### config.mk
export PLATFORM = sky130hd
export DESIGN_NAME = grid_mesh_triangle_indexer_core_flat
export DESIGN_NICKNAME = d
export VERILOG_FILES = /design/src/design/gmti_pkg.sv /design/src/design/gmti_if.sv /design/src/design/gmti_regs.sv /design/src/design/gmti_front.sv /design/src/design/gmti_fifo.sv /design/src/design/gmti_back.sv /design/src/design/grid_mesh_triangle_indexer_core.sv /design/src/flat_wrapper.sv
export SDC_FILE = /design/constraint.sdc
export NUM_CORES = 1
export LEC_CHECK = 0
export BUFFER_PORTS_ARGS = -buffer_cell sky130_fd_sc_hd__buf_4
export CAP_MARGIN = 20
export CELL_PAD_IN_SITES_DETAIL_PLACEMENT = 0
export CELL_PAD_IN_SITES_GLOBAL_PLACEMENT = 1
export CORE_MARGIN = 1
export CORE_UTILIZATION = 45
export CTS_CLUSTER_DIAMETER = 40
export DETAILED_ROUTE_END_ITERATION = 8
export PLACE_DENSITY_LB_ADDON = 0.1
export SLEW_MARGIN = 20
export SYNTH_ARGS = -nofsm -noshare
export SYNTH_HDL_FRONTEND = slang
export SYNTH_HIERARCHICAL = 1
export SYNTH_SLANG_ARGS = --single-unit
### constraint.sdc
create_clock -name clk -period 16.1 [get_ports clk]
set_input_delay 2.415 -clock clk [delete_from_list [all_inputs] [get_ports clk]]
set_output_delay 2.415 -clock clk [all_outputs]
set_load 0.05 [all_outputs]
### src/design/gmti_pkg.sv
// ----------------------------------------------------------------------------
// gmti_pkg
// Shared types and constants of the grid mesh triangle indexer.
// ----------------------------------------------------------------------------
package gmti_pkg;

	localparam int CFG_W      = 8;
	localparam int HEIGHT_W   = 16;
	localparam int TOTAL_W    = 17;
	localparam int COUNT_W    = 19;
	localparam int APB_ADDR_W = 3;
	localparam int APB_DATA_W = 32;
	localparam int FIFO_DEPTH = 4;

	localparam logic signed [HEIGHT_W-1:0] HEIGHT_MIN = -16'sd16384;
	localparam logic signed [HEIGHT_W-1:0] HEIGHT_MAX = 16'sd16384;

	localparam logic [CFG_W-1:0] COLS_RESET = 8'd2;
	localparam logic [CFG_W-1:0] ROWS_RESET = 8'd2;

	typedef enum logic {
		REG_GRID_COLS = 1'b0,
		REG_GRID_ROWS = 1'b1
	} reg_idx_t;

	typedef struct packed {
		logic [CFG_W-1:0] cols;
		logic [CFG_W-1:0] rows;
	} cfg_t;

	// classification of one vertex, handed from front to back
	typedef struct packed {
		logic tri_a;
		logic tri_b;
		logic diag_clk;
		logic done;
		logic end_present;
	} ctl_t;

endpackage

### src/design/gmti_if.sv
// ----------------------------------------------------------------------------
// gmti_if
// Valid/ready channels for vertex heights and triangle results.
// ----------------------------------------------------------------------------
interface gmti_vertex_if;
	import gmti_pkg::*;

	logic                       valid;
	logic                       ready;
	logic signed [HEIGHT_W-1:0] vertex_height;

	modport source (output valid, output vertex_height, input ready);
	modport sink   (input valid, input vertex_height, output ready);
endinterface

interface gmti_result_if #(
	parameter int INDEX_BITS = 16
);
	import gmti_pkg::*;

	logic                  valid;
	logic                  ready;
	logic [INDEX_BITS-1:0] first_index;
	logic [INDEX_BITS-1:0] second_index;
	logic [INDEX_BITS-1:0] third_index;
	logic                  triangle_present;
	logic                  run_last;
	logic                  grid_done;
	logic [COUNT_W-1:0]    index_count;

	modport source (
		output valid, output first_index, output second_index, output third_index,
		output triangle_present, output run_last, output grid_done, output index_count,
		input ready
	);
	modport sink (
		input valid, input first_index, input second_index, input third_index,
		input triangle_present, input run_last, input grid_done, input index_count,
		output ready
	);
endinterface

### src/design/gmti_regs.sv
// ----------------------------------------------------------------------------
// gmti_regs
// APB register file holding the grid size.
// ----------------------------------------------------------------------------
module gmti_regs (
	input  logic                                clk,
	input  logic                                arst_n,
	input  logic                                psel,
	input  logic                                penable,
	input  logic                                pwrite,
	input  logic [gmti_pkg::APB_ADDR_W-1:0]     paddr,
	input  logic [gmti_pkg::APB_DATA_W-1:0]     pwdata,
	output logic [gmti_pkg::APB_DATA_W-1:0]     prdata,
	output logic                                pready,
	output gmti_pkg::cfg_t                      cfg
);
	import gmti_pkg::*;

	reg_idx_t idx;
	logic     wr;
	cfg_t     cfg_q;

	assign idx    = reg_idx_t'(paddr[2]);
	assign pready = 1'b1;
	assign wr     = psel && penable && pwrite;
	assign cfg    = cfg_q;

	always_ff @(posedge clk or negedge arst_n) begin
		if (!arst_n) begin
			cfg_q.cols <= COLS_RESET;
			cfg_q.rows <= ROWS_RESET;
		end else if (wr) begin
			unique case (idx)
				REG_GRID_COLS: cfg_q.cols <= pwdata[CFG_W-1:0];
				REG_GRID_ROWS: cfg_q.rows <= pwdata[CFG_W-1:0];
				default:       cfg_q      <= cfg_q;
			endcase
		end
	end

	always_comb begin
		unique case (idx)
			REG_GRID_COLS: prdata = APB_DATA_W'(cfg_q.cols);
			REG_GRID_ROWS: prdata = APB_DATA_W'(cfg_q.rows);
			default:       prdata = '0;
		endcase
	end

endmodule

### src/design/gmti_front.sv
// ----------------------------------------------------------------------------
// gmti_front
// Tracks the grid position, keeps the previous column's validity line and
// classifies each vertex into the triangles it closes.
// ----------------------------------------------------------------------------
module gmti_front #(
	parameter int MAX_ROWS   = 255,
	parameter int INDEX_BITS = 16
) (
	input  logic                             clk,
	input  logic                             arst_n,
	input  gmti_pkg::cfg_t                   cfg,
	gmti_vertex_if.sink                      vtx,
	input  logic                             full,
	output logic                             push,
	output gmti_pkg::ctl_t                   ctl,
	output logic [gmti_pkg::COUNT_W-1:0]     count,
	output logic [INDEX_BITS-1:0]            yi,
	output logic [INDEX_BITS-1:0]            stride
);
	import gmti_pkg::*;

	localparam int ROW_W  = $clog2(MAX_ROWS + 1);
	localparam int PROD_W = CFG_W + ROW_W + 1;
	localparam int FULL_W = (PROD_W > INDEX_BITS) ? PROD_W : INDEX_BITS;

	logic                line_mem [MAX_ROWS+1];
	logic                line_rd_q;
	logic [CFG_W-1:0]    col_q;
	logic [ROW_W-1:0]    row_q;
	logic                diag_q;
	logic                below_q;
	logic [TOTAL_W-1:0]  total_q;

	logic                accept;
	logic [CFG_W-1:0]    cols;
	logic [CFG_W-1:0]    rows_nz;
	logic [ROW_W-1:0]    rows;
	logic                cur;
	logic                inner;
	logic [CFG_W-1:0]    i_m1;
	logic [ROW_W-1:0]    j_m1;
	logic [ROW_W:0]      stride_full;
	logic [FULL_W-1:0]   yi_full;
	logic                dir;
	logic                dclk;
	logic                tri_a;
	logic                tri_b;
	logic                final_v;
	logic                wrap;
	logic [TOTAL_W-1:0]  total_sum;
	logic [TOTAL_W-1:0]  total_fin;
	logic [ROW_W-1:0]    row_next;

	assign vtx.ready = !full;
	assign accept    = vtx.valid && !full;

	assign cols    = (cfg.cols == '0) ? CFG_W'(1) : cfg.cols;
	assign rows_nz = (cfg.rows == '0) ? CFG_W'(1) : cfg.rows;
	assign rows    = (int'(rows_nz) > MAX_ROWS) ? ROW_W'(MAX_ROWS) : ROW_W'(rows_nz);

	assign cur = (vtx.vertex_height >= HEIGHT_MIN) && (vtx.vertex_height <= HEIGHT_MAX);

	assign inner       = (col_q != '0) && (row_q != '0);
	assign i_m1        = col_q - CFG_W'(1);
	assign j_m1        = row_q - ROW_W'(1);
	assign stride_full = (ROW_W+1)'(rows) + (ROW_W+1)'(1);
	assign yi_full     = FULL_W'(i_m1) * FULL_W'(stride_full) + FULL_W'(j_m1);
	assign dir         = i_m1[0];
	assign dclk        = j_m1[0] ? dir : !dir;

	assign tri_a = inner && diag_q && line_rd_q && (dclk ? below_q : cur);
	assign tri_b = inner && cur && below_q && (dclk ? line_rd_q : diag_q);

	assign wrap    = (row_q >= rows);
	assign final_v = (col_q >= cols) && wrap;

	assign total_sum = total_q + TOTAL_W'(tri_a) + TOTAL_W'(tri_b);
	assign total_fin = (total_sum == '0) ? TOTAL_W'(1) : total_sum;

	assign push            = accept && (tri_a || tri_b || final_v);
	assign ctl.tri_a       = tri_a;
	assign ctl.tri_b       = tri_b;
	assign ctl.diag_clk    = dclk;
	assign ctl.done        = final_v;
	assign ctl.end_present = (total_q == '0);
	assign count           = COUNT_W'({total_fin, 1'b0}) + COUNT_W'(total_fin);
	assign yi              = INDEX_BITS'(yi_full);
	assign stride          = INDEX_BITS'(stride_full);

	assign row_next = !accept ? row_q : (wrap ? '0 : row_q + ROW_W'(1));

	always_ff @(posedge clk) begin
		if (accept) begin
			line_mem[row_q] <= cur;
		end
		line_rd_q <= line_mem[row_next];
	end

	always_ff @(posedge clk or negedge arst_n) begin
		if (!arst_n) begin
			col_q   <= '0;
			row_q   <= '0;
			diag_q  <= 1'b0;
			below_q <= 1'b0;
			total_q <= '0;
		end else if (accept) begin
			row_q   <= row_next;
			diag_q  <= wrap ? 1'b0 : line_rd_q;
			below_q <= wrap ? 1'b0 : cur;
			total_q <= final_v ? '0 : total_sum;
			priority if (final_v) begin
				col_q <= '0;
			end else if (wrap) begin
				col_q <= col_q + CFG_W'(1);
			end
		end
	end

endmodule

### src/design/gmti_fifo.sv
// ----------------------------------------------------------------------------
// gmti_fifo
// Short queue between the classifying front and the emitting back.
// ----------------------------------------------------------------------------
module gmti_fifo #(
	parameter int WIDTH = 8,
	parameter int DEPTH = 4
) (
	input  logic             clk,
	input  logic             arst_n,
	input  logic             push,
	input  logic [WIDTH-1:0] wdata,
	output logic             full,
	input  logic             pop,
	output logic             empty,
	output logic [WIDTH-1:0] rdata
);
	localparam int PTR_W = (DEPTH > 1) ? $clog2(DEPTH) : 1;
	localparam int CNT_W = $clog2(DEPTH + 1);

	logic [WIDTH-1:0] slot_q [DEPTH];
	logic [PTR_W-1:0] wr_ptr_q;
	logic [PTR_W-1:0] rd_ptr_q;
	logic [CNT_W-1:0] cnt_q;
	logic             do_push;
	logic             do_pop;

	assign full    = (cnt_q == CNT_W'(DEPTH));
	assign empty   = (cnt_q == '0);
	assign do_push = push && !full;
	assign do_pop  = pop && !empty;
	assign rdata   = slot_q[rd_ptr_q];

	always_ff @(posedge clk) begin
		if (do_push) begin
			slot_q[wr_ptr_q] <= wdata;
		end
	end

	always_ff @(posedge clk or negedge arst_n) begin
		if (!arst_n) begin
			wr_ptr_q <= '0;
			rd_ptr_q <= '0;
			cnt_q    <= '0;
		end else begin
			if (do_push) begin
				wr_ptr_q <= (int'(wr_ptr_q) == DEPTH - 1) ? '0 : wr_ptr_q + PTR_W'(1);
			end
			if (do_pop) begin
				rd_ptr_q <= (int'(rd_ptr_q) == DEPTH - 1) ? '0 : rd_ptr_q + PTR_W'(1);
			end
			cnt_q <= cnt_q + CNT_W'(do_push) - CNT_W'(do_pop);
		end
	end

endmodule

### src/design/gmti_back.sv
// ----------------------------------------------------------------------------
// gmti_back
// Expands each queued vertex into its triangles or end marker and drives
// the registered result channel.
// ----------------------------------------------------------------------------
module gmti_back #(
	parameter int INDEX_BITS = 16
) (
	input  logic                             clk,
	input  logic                             arst_n,
	input  logic                             empty,
	input  gmti_pkg::ctl_t                   ctl,
	input  logic [gmti_pkg::COUNT_W-1:0]     count,
	input  logic [INDEX_BITS-1:0]            yi,
	input  logic [INDEX_BITS-1:0]            stride,
	output logic                             pop,
	gmti_result_if.source                    res
);
	import gmti_pkg::*;

	logic                  valid_q;
	logic                  sel_q;
	logic [INDEX_BITS-1:0] first_q;
	logic [INDEX_BITS-1:0] second_q;
	logic [INDEX_BITS-1:0] third_q;
	logic                  present_q;
	logic                  last_q;
	logic                  done_q;
	logic [COUNT_W-1:0]    count_q;

	logic                  load;
	logic                  last;
	logic [INDEX_BITS-1:0] y1;
	logic [INDEX_BITS-1:0] x0;
	logic [INDEX_BITS-1:0] x1;

	assign load = !empty && (!valid_q || res.ready);
	assign last = sel_q || !(ctl.tri_a && ctl.tri_b);
	assign pop  = load && last;

	assign y1 = yi + INDEX_BITS'(1);
	assign x0 = yi + stride;
	assign x1 = x0 + INDEX_BITS'(1);

	always_ff @(posedge clk or negedge arst_n) begin
		if (!arst_n) begin
			valid_q <= 1'b0;
			sel_q   <= 1'b0;
		end else begin
			if (load) begin
				valid_q <= 1'b1;
				sel_q   <= !last;
			end else if (res.ready) begin
				valid_q <= 1'b0;
			end
		end
	end

	always_ff @(posedge clk) begin
		if (load) begin
			last_q  <= last;
			done_q  <= ctl.done && last;
			count_q <= (ctl.done && last) ? count : '0;
			priority if (!sel_q && ctl.tri_a) begin
				first_q   <= yi;
				second_q  <= y1;
				third_q   <= ctl.diag_clk ? x0 : x1;
				present_q <= 1'b1;
			end else if (sel_q || ctl.tri_b) begin
				first_q   <= x1;
				second_q  <= x0;
				third_q   <= ctl.diag_clk ? y1 : yi;
				present_q <= 1'b1;
			end else begin
				first_q   <= '0;
				second_q  <= '0;
				third_q   <= '0;
				present_q <= ctl.end_present;
			end
		end
	end

	assign res.valid            = valid_q;
	assign res.first_index      = first_q;
	assign res.second_index     = second_q;
	assign res.third_index      = third_q;
	assign res.triangle_present = present_q;
	assign res.run_last         = last_q;
	assign res.grid_done        = done_q;
	assign res.index_count      = count_q;

endmodule

### src/design/grid_mesh_triangle_indexer_core.sv
// ----------------------------------------------------------------------------
// grid_mesh_triangle_indexer_core
// Turns a streamed heightmap grid into the index list of its triangles.
// Vertices closing a triangle or ending the grid are queued; results leave
// from the output register. Throughput: 1 vertex per cycle while the queue
// is not full; 1 result per cycle out while res.ready is high, one per triangle.
// Reset: arst_n clears position, latches, total, queue and sets a 2x2 grid;
// the column validity line holds no reset value and needs no clearing.
// ----------------------------------------------------------------------------
module grid_mesh_triangle_indexer_core #(
	parameter int MAX_ROWS   = 255,
	parameter int INDEX_BITS = 16
) (
	input  logic                            clk,
	input  logic                            arst_n,
	input  logic                            psel,
	input  logic                            penable,
	input  logic                            pwrite,
	input  logic [gmti_pkg::APB_ADDR_W-1:0] paddr,
	input  logic [gmti_pkg::APB_DATA_W-1:0] pwdata,
	output logic [gmti_pkg::APB_DATA_W-1:0] prdata,
	output logic                            pready,
	gmti_vertex_if.sink                     vtx,
	gmti_result_if.source                   res
);
	import gmti_pkg::*;

	localparam int Q_W = $bits(ctl_t) + COUNT_W + 2 * INDEX_BITS;

	cfg_t                  cfg;
	logic                  push;
	logic                  pop;
	logic                  full;
	logic                  empty;
	ctl_t                  f_ctl;
	logic [COUNT_W-1:0]    f_count;
	logic [INDEX_BITS-1:0] f_yi;
	logic [INDEX_BITS-1:0] f_stride;
	ctl_t                  b_ctl;
	logic [COUNT_W-1:0]    b_count;
	logic [INDEX_BITS-1:0] b_yi;
	logic [INDEX_BITS-1:0] b_stride;
	logic [Q_W-1:0]        q_wdata;
	logic [Q_W-1:0]        q_rdata;

	assign q_wdata = {f_ctl, f_count, f_yi, f_stride};
	assign {b_ctl, b_count, b_yi, b_stride} = q_rdata;

	gmti_regs u_regs (
		.clk     (clk),
		.arst_n  (arst_n),
		.psel    (psel),
		.penable (penable),
		.pwrite  (pwrite),
		.paddr   (paddr),
		.pwdata  (pwdata),
		.prdata  (prdata),
		.pready  (pready),
		.cfg     (cfg)
	);

	gmti_front #(
		.MAX_ROWS   (MAX_ROWS),
		.INDEX_BITS (INDEX_BITS)
	) u_front (
		.clk    (clk),
		.arst_n (arst_n),
		.cfg    (cfg),
		.vtx    (vtx),
		.full   (full),
		.push   (push),
		.ctl    (f_ctl),
		.count  (f_count),
		.yi     (f_yi),
		.stride (f_stride)
	);

	gmti_fifo #(
		.WIDTH (Q_W),
		.DEPTH (FIFO_DEPTH)
	) u_fifo (
		.clk    (clk),
		.arst_n (arst_n),
		.push   (push),
		.wdata  (q_wdata),
		.full   (full),
		.pop    (pop),
		.empty  (empty),
		.rdata  (q_rdata)
	);

	gmti_back #(
		.INDEX_BITS (INDEX_BITS)
	) u_back (
		.clk    (clk),
		.arst_n (arst_n),
		.empty  (empty),
		.ctl    (b_ctl),
		.count  (b_count),
		.yi     (b_yi),
		.stride (b_stride),
		.pop    (pop),
		.res    (res)
	);

endmodule
### src/flat_wrapper.sv
// flat-port wrapper written by rule: the top's interface ports become plain ports
module grid_mesh_triangle_indexer_core_flat import gmti_pkg::*;
#(
	parameter int MAX_ROWS   = 255,
	parameter int INDEX_BITS = 16
)
  (clk, arst_n, psel, penable, pwrite, paddr, pwdata, prdata, pready, vtx_valid, vtx_vertex_height, vtx_ready, res_valid, res_first_index, res_second_index, res_third_index, res_triangle_present, res_run_last, res_grid_done, res_index_count, res_ready);
  gmti_vertex_if vtx_i ();
  gmti_result_if #(.INDEX_BITS(INDEX_BITS)) res_i ();
  input  logic clk;
  input  logic arst_n;
  input  logic psel;
  input  logic penable;
  input  logic pwrite;
  input  logic [gmti_pkg::APB_ADDR_W-1:0] paddr;
  input  logic [gmti_pkg::APB_DATA_W-1:0] pwdata;
  output logic [gmti_pkg::APB_DATA_W-1:0] prdata;
  output logic pready;
  input wire logic [$bits(vtx_i.valid)-1:0] vtx_valid;
  input wire logic [$bits(vtx_i.vertex_height)-1:0] vtx_vertex_height;
  output wire logic [$bits(vtx_i.ready)-1:0] vtx_ready;
  output wire logic [$bits(res_i.valid)-1:0] res_valid;
  output wire logic [$bits(res_i.first_index)-1:0] res_first_index;
  output wire logic [$bits(res_i.second_index)-1:0] res_second_index;
  output wire logic [$bits(res_i.third_index)-1:0] res_third_index;
  output wire logic [$bits(res_i.triangle_present)-1:0] res_triangle_present;
  output wire logic [$bits(res_i.run_last)-1:0] res_run_last;
  output wire logic [$bits(res_i.grid_done)-1:0] res_grid_done;
  output wire logic [$bits(res_i.index_count)-1:0] res_index_count;
  input wire logic [$bits(res_i.ready)-1:0] res_ready;
  assign vtx_i.valid = vtx_valid;
  assign vtx_i.vertex_height = vtx_vertex_height;
  assign vtx_ready = vtx_i.ready;
  assign res_valid = res_i.valid;
  assign res_first_index = res_i.first_index;
  assign res_second_index = res_i.second_index;
  assign res_third_index = res_i.third_index;
  assign res_triangle_present = res_i.triangle_present;
  assign res_run_last = res_i.run_last;
  assign res_grid_done = res_i.grid_done;
  assign res_index_count = res_i.index_count;
  assign res_i.ready = res_ready;
  grid_mesh_triangle_indexer_core #(.MAX_ROWS(MAX_ROWS), .INDEX_BITS(INDEX_BITS)) u_core (.clk(clk), .arst_n(arst_n), .psel(psel), .penable(penable), .pwrite(pwrite), .paddr(paddr), .pwdata(pwdata), .prdata(prdata), .pready(pready), .vtx(vtx_i), .res(res_i));
endmodule
Word-level counts from Yosys, hierarchy flattened
Memories as Yosys holds them, arrays and structs flattened. A register that Yosys moved wholly into a read port is not among the register bits.
Index checks and enable logic that the tools add are counted.

cells by class
  add/subtract/negate cells = 16
  multiply operators = 1
  magnitude comparators = 4
  eq/ne operators = 3
  mux-type cells = 30
  bitwise operators = 1
  reductions and logical operators = 45

operator list
  operator                                                 count
  2-to-1 mux 16 bit                                        8
  one-hot mux 32 bit (2 select lines)                      1
  2-to-1 mux 8 bit                                         6
  adder 17 x 1 -> 17 bit                                   2
  logical NOT 17 bit                                       2
  2-to-1 mux 17 bit                                        2
  adder 16 x 1 -> 16 bit (second input constant)           2
  logical AND 1 bit                                        20
  adder 18 x 17 -> 19 bit                                  1
  adder 16 bit                                             1
  adder 16 x 8 -> 16 bit                                   1
  adder 8 x 1 -> 8 bit (second input constant)             2
  >= comparator 16 x 15 -> 1 bit (second input constant)   1
  >= comparator 8 bit                                      2
  less-or-equal comparator 16 bit (second input constant)  1
  logical NOT 8 bit                                        2
  multiplier 8 x 9 -> 16 bit                               1
  nonzero test 8 bit                                       2
  subtractor 8 x 1 -> 8 bit (second input constant)        2
  2-to-1 mux 1 bit                                         11
  adder 8 x 1 -> 9 bit (second input constant)             1
  logical NOT 1 bit                                        7
  AND reduction 2 bit                                      3
  logical OR 1 bit                                         5
  10 further kinds                                         14

word-level totals
  flip-flop bits (word level) = 130
  bits in writable memories = 452
  bits of input ports = 58
  output and inout bits = 105
  logic and storage cells = 121
  memories kept = 2

memory list
  memory                   depth  width  rd ports  clocked after memory_dff  wr ports  line              source
  u_core.u_front.line_mem  256    1      1         1                         1         gmti_front.sv:27  logic line_mem [MAX_ROWS+1];
  u_core.u_fifo.slot_q     4      49     1         0                         1         gmti_fifo.sv:21   logic [WIDTH-1:0] slot_q [DEPTH];

Depth between registers and ports, before layout
  depth after elaboration = 11
  depth in mapped cells = 31
  depth with buffers taken out = 31

Modules after synthesis
Netlist, hierarchy kept.

modules (own cells, without submodules)
  module      times used  cells an instance  area an instance (um^2)  seq. area each (um^2)
  gmti_front  1           1692               17668.2                  8583.2
  gmti_fifo   1           332                8541.9                   6901.6
  gmti_back   1           466                4715.8                   2152.1
  gmti_regs   1           70                 924.6                    402.9

Least setup slack after synthesis
OpenSTA, ideal clock, no wires.

  kind = in2reg
  from = input port vtx_vertex_height[5]
  to = memory u_core/u_fifo/slot_q[0][49] (netlist name), data pin
  library setup time = 0.275 ns
  arrival = 7.572 ns
  required time = 15.825 ns
  path slack = 8.253 ns
  cell stages on the path = 26
  path buffers = 0
  cell sequence = nor4_1 -> nand4_1 -> nand2_1 -> mux2i_1 -> nor4b_1 -> inv_1 -> fa_1 -> nand3b_1 -> nor2_1 -> and3_1 -> xnor2_1 -> inv_1 -> or3_1 -> o41ai_1 -> ha_1 -> fa_1 -> a21o_1 -> a21oi_1 -> and3_1 -> o21ai_0 -> o21ai_0 -> o21ai_1 -> a21oi_1 -> a21oi_1 -> a21oi_1 -> mux2i_1

RTL lines
  element             line                source
  start: declaration  flat_wrapper.sv:20  input wire logic [$bits(vtx_i.vertex_height)-1:0] vtx_vertex_height;
  end: declaration    gmti_fifo.sv:21

==> flow_summary.toml <==
[clock_tree]
htree_levels = 3
path_clk_slew_ns = 0.05
post_cts_buffers = 0
cts_resized = 0
cts_buffer_depth = 3
clk_latency_ns = 0.65
postCtsHoldBufs = 0
clock_sinks = 611
cts_buffers = 95
cts_tree = "built"
root_buffer = "clkbuf_16"

[sta]
skew_ns = 0.0286
fmax_mhz = 108
finalHoldViolations = 0
tightest_slew_ns = 1.18
finalMaxSlewViolations = 0
hold_slack_ns = 0.495
setup_viol = 0
fin_setup_tns_ns = 0
rsz0062_at_grt = "false"
period_share_pct = 57.3
min_period_ns = 9.23
slew_headroom_pct = 20.5

[yosys]
yosys.area.top_type_share_pct = 51.9
ys_seq_area_share_pct = 56.6
async_flop_share_pct = 9.82
syn_inst = 2560
synth.cell_area_um2 = 31900
ys_seq_elements = 611
synth_largest_area_cell = "edfxtp_1"
synth_flop_cell = "edfxtp_1"
syn_avg_cell_area_um2 = 12.4
synth_top_cells_by_area = "edfxtp_1 (52%), dfrtp_1 (4.6%), mux2i_1 (4.3%)"
synth_cell_type_count = 96
ys_warn_count = 6
synth_edf_count = 550

[grt]
antenna_found_initial = 1
grt_overflow = 0
grt_pass1_vias = 19600
grt_start_max_net_pins = 166
grt_pass1_wl_um = 114000
grt_usage_pct = 20.9

[detailed_routing]
vias_per_cell = 5.43
dr.pass1.iters = 5
ant_nets = 0
via_count = 19900
wire_per_inst_um = 20.2
drtIter0Drc = 1244
routed_wirelength_um = 73900
drc = 0

[hold_path]
hold_start = "u_core/u_front/line_rd_q$_DFF_P_"
hold_path.class = "register to register"

[worst_setup_path]
critPathCaptureType = "register"
cpLargestDelayFamily = "compound AO/OA/AOI/OAI gates"
endpoint = "u_core/u_fifo/slot_q[0][50]$_DFFE_PP_"
path_depth = 26
cpMostUsedCell = "a21oi_1"
cp.required_ns = 16.52
cpMaxStageDelayCell = "o41ai_1"
reg2reg_depth = 24
start_kind = "input port"
r2r_end = "u_core/u_fifo/slot_q[0][50]$_DFFE_PP_"
critical_path_buf_inv_count = 3
reg2reg_from = "u_core/u_front/row_q[6]$_DFFE_PN0P_"
cp_max_fo = 6
crit_start = "vtx_vertex_height[12]"
critical-path-max-stage-delay_ns = 0.95
ff2ff_setup_slack_ns = 7.71
path_class = "input port to register"
critPathArrivalTime_ns = 9.65

[finish]
layout_commonest_cell = "edfxtp_1"
drive_gt1_share_pct = 15.6
syn_to_final_growth_pct = 14.1
final_area_um2 = 36300
stdcell_count = 3660
nets = 2846
diodes = 0
mostFrequentLayoutCells = "edfxtp_1 (550), nor2_1 (334), nand2_1 (223), mux2i_1 (137), buf_4 (134)"

[floorplan]
die_area_um2 = 71800
die_h_um = 268
floorplan.initialDensity_pct = 45.5
io-pin-count = 163
coreArea_um2 = 70000
row_count = 97
die_width_um = 268

[place]
dp_hpwl_um = 46000
place_inst = 3484
gp_congestion = 0.794
place_area_um2 = 33100
io_buffer_count = 111

[run]
drv_cap = 0

[run_status]
status = "completed"
[how the worst min path moves through the flow]
stage | slack (ns) | to | depth (start not counted)
after global placement | 0.46 | u_core/u_front/diag_q$_DFFE_PN0P_ | 2
after global routing | 0.51 | u_core/u_front/diag_q$_DFFE_PN0P_ | 2
after detailed placement | 0.48 | u_core/u_front/diag_q$_DFFE_PN0P_ | 2
final | 0.49 | u_core/u_front/diag_q$_DFFE_PN0P_ | 2
after CTS | 0.48 | u_core/u_front/diag_q$_DFFE_PN0P_ | 2
after floorplan | 0.44 | u_core/u_front/diag_q$_DFFE_PN0P_ | 2
[worst reg2reg max path, cell delays in order, from the launching register on]
cell,delay (ns)
dfrtp_1,0.72
nor2_1,0.23
nand2_1,0.60
o32ai_2,0.35
nor4b_1,0.77
inv_1,0.13
fa_1,0.40
nand3b_1,0.30
nor2_1,0.38
and3_1,0.23
xnor2_1,0.21
inv_1,0.15
or3_1,0.39
o41ai_1,0.95
ha_1,0.36
a21o_1,0.14
a21o_1,0.14
a21oi_1,0.10
o21bai_1,0.18
a311oi_1,0.34
a21oi_1,0.16
o21a_1,0.23
o2111ai_1,0.21
a21oi_1,0.13
a21oi_1,0.36
[stage by stage]
step | util (%) | worst slack (ns)
5_1_grt | 51.9 | 6.20
6_report | 51.9 | 6.87
2_1_floorplan | - | 8.25
4_1_cts | 51.9 | 6.93
3_3_place_gp | 47.3 | 6.42
3_5_place_dp | 47.3 | 6.26
[final cells by class]
cell class,instances,area [um2]
Sequential cell,611,18000
Clock buffer,104,2410
Timing Repair Buffer,134,1010
Clock inverter,72,793
Inverter,124,478
Tap cell,940,1180
Fill cell,6086,33700
Multi-Input combinational cell,1675,12400
[synth_stat cells, types with 5 or more instances]
cell and n:
a211oi_1 7, a21o_1 16, a21oi_1 53, a311oi_1 6
a31oi_1 17, and2_1 18, and3_1 33, buf_1 5
buf_12 6, buf_2 15, buf_4 46, buf_6 14
clkbuf_1 89, dfrtp_1 58, edfxtp_1 550, fa_1 53
ha_1 94, inv_1 122, mux2_2 29, mux2i_1 137
mux4_2 56, nand2_1 223, nand2b_1 24, nand3_1 63
nand4_1 15, nor2_1 335, nor2b_1 23, nor3_1 34
nor3b_1 6, nor4_1 20, o211ai_1 9, o21a_1 7
o21ai_0 77, o221ai_1 21, o22ai_1 30, o31ai_1 13
or2_2 6, or3_1 9, or4_1 6, xnor2_1 83
xor2_1 41
[registers in the layout, indices dropped and copies added, names as in the netlist, 2 cells and up]
signal / flops
u_core/u_fifo/slot_q: 224
u_core/u_front/row_q: 8
u_core/u_back/res.first_index: 16
u_core/u_front/total_q: 17
u_core/u_regs/cfg: 16
u_core/u_back/res.second_index: 16
u_core/u_fifo/cnt_q: 3
u_core/u_back/res.third_index: 16
u_core/u_fifo/wr_ptr_q: 2
u_core/u_back/res.index_count: 19
u_core/u_front/col_q: 8
u_core/u_fifo/rd_ptr_q: 2
u_core/u_front/line_mem: 256
[kinds of logic after synthesis]
group           count (synthesis)  share of synthesized area (%)
other cells                     3                         0.0354
flops                         611                           56.6
compound gates                307                           6.50
mux                           222                           9.29
simple gates                  843                           12.2
fa+ha+maj                     147                           7.02
buf+inv                       303                           4.91
xor+xnor                      124                           3.41
[layer usage]
metal  GRT usage [%]  vias up  part of all wire [%]
met5               0        -                     0
met2            34.4      454                    48
met3            3.05      132                   4.5
li1                -     9414                     -
met4            7.68        0                   2.9
met1            28.0     9861                    45
Power is not shown: default switching activity piles up to over one toggle a cycle in this logic, so the estimate is an artifact.
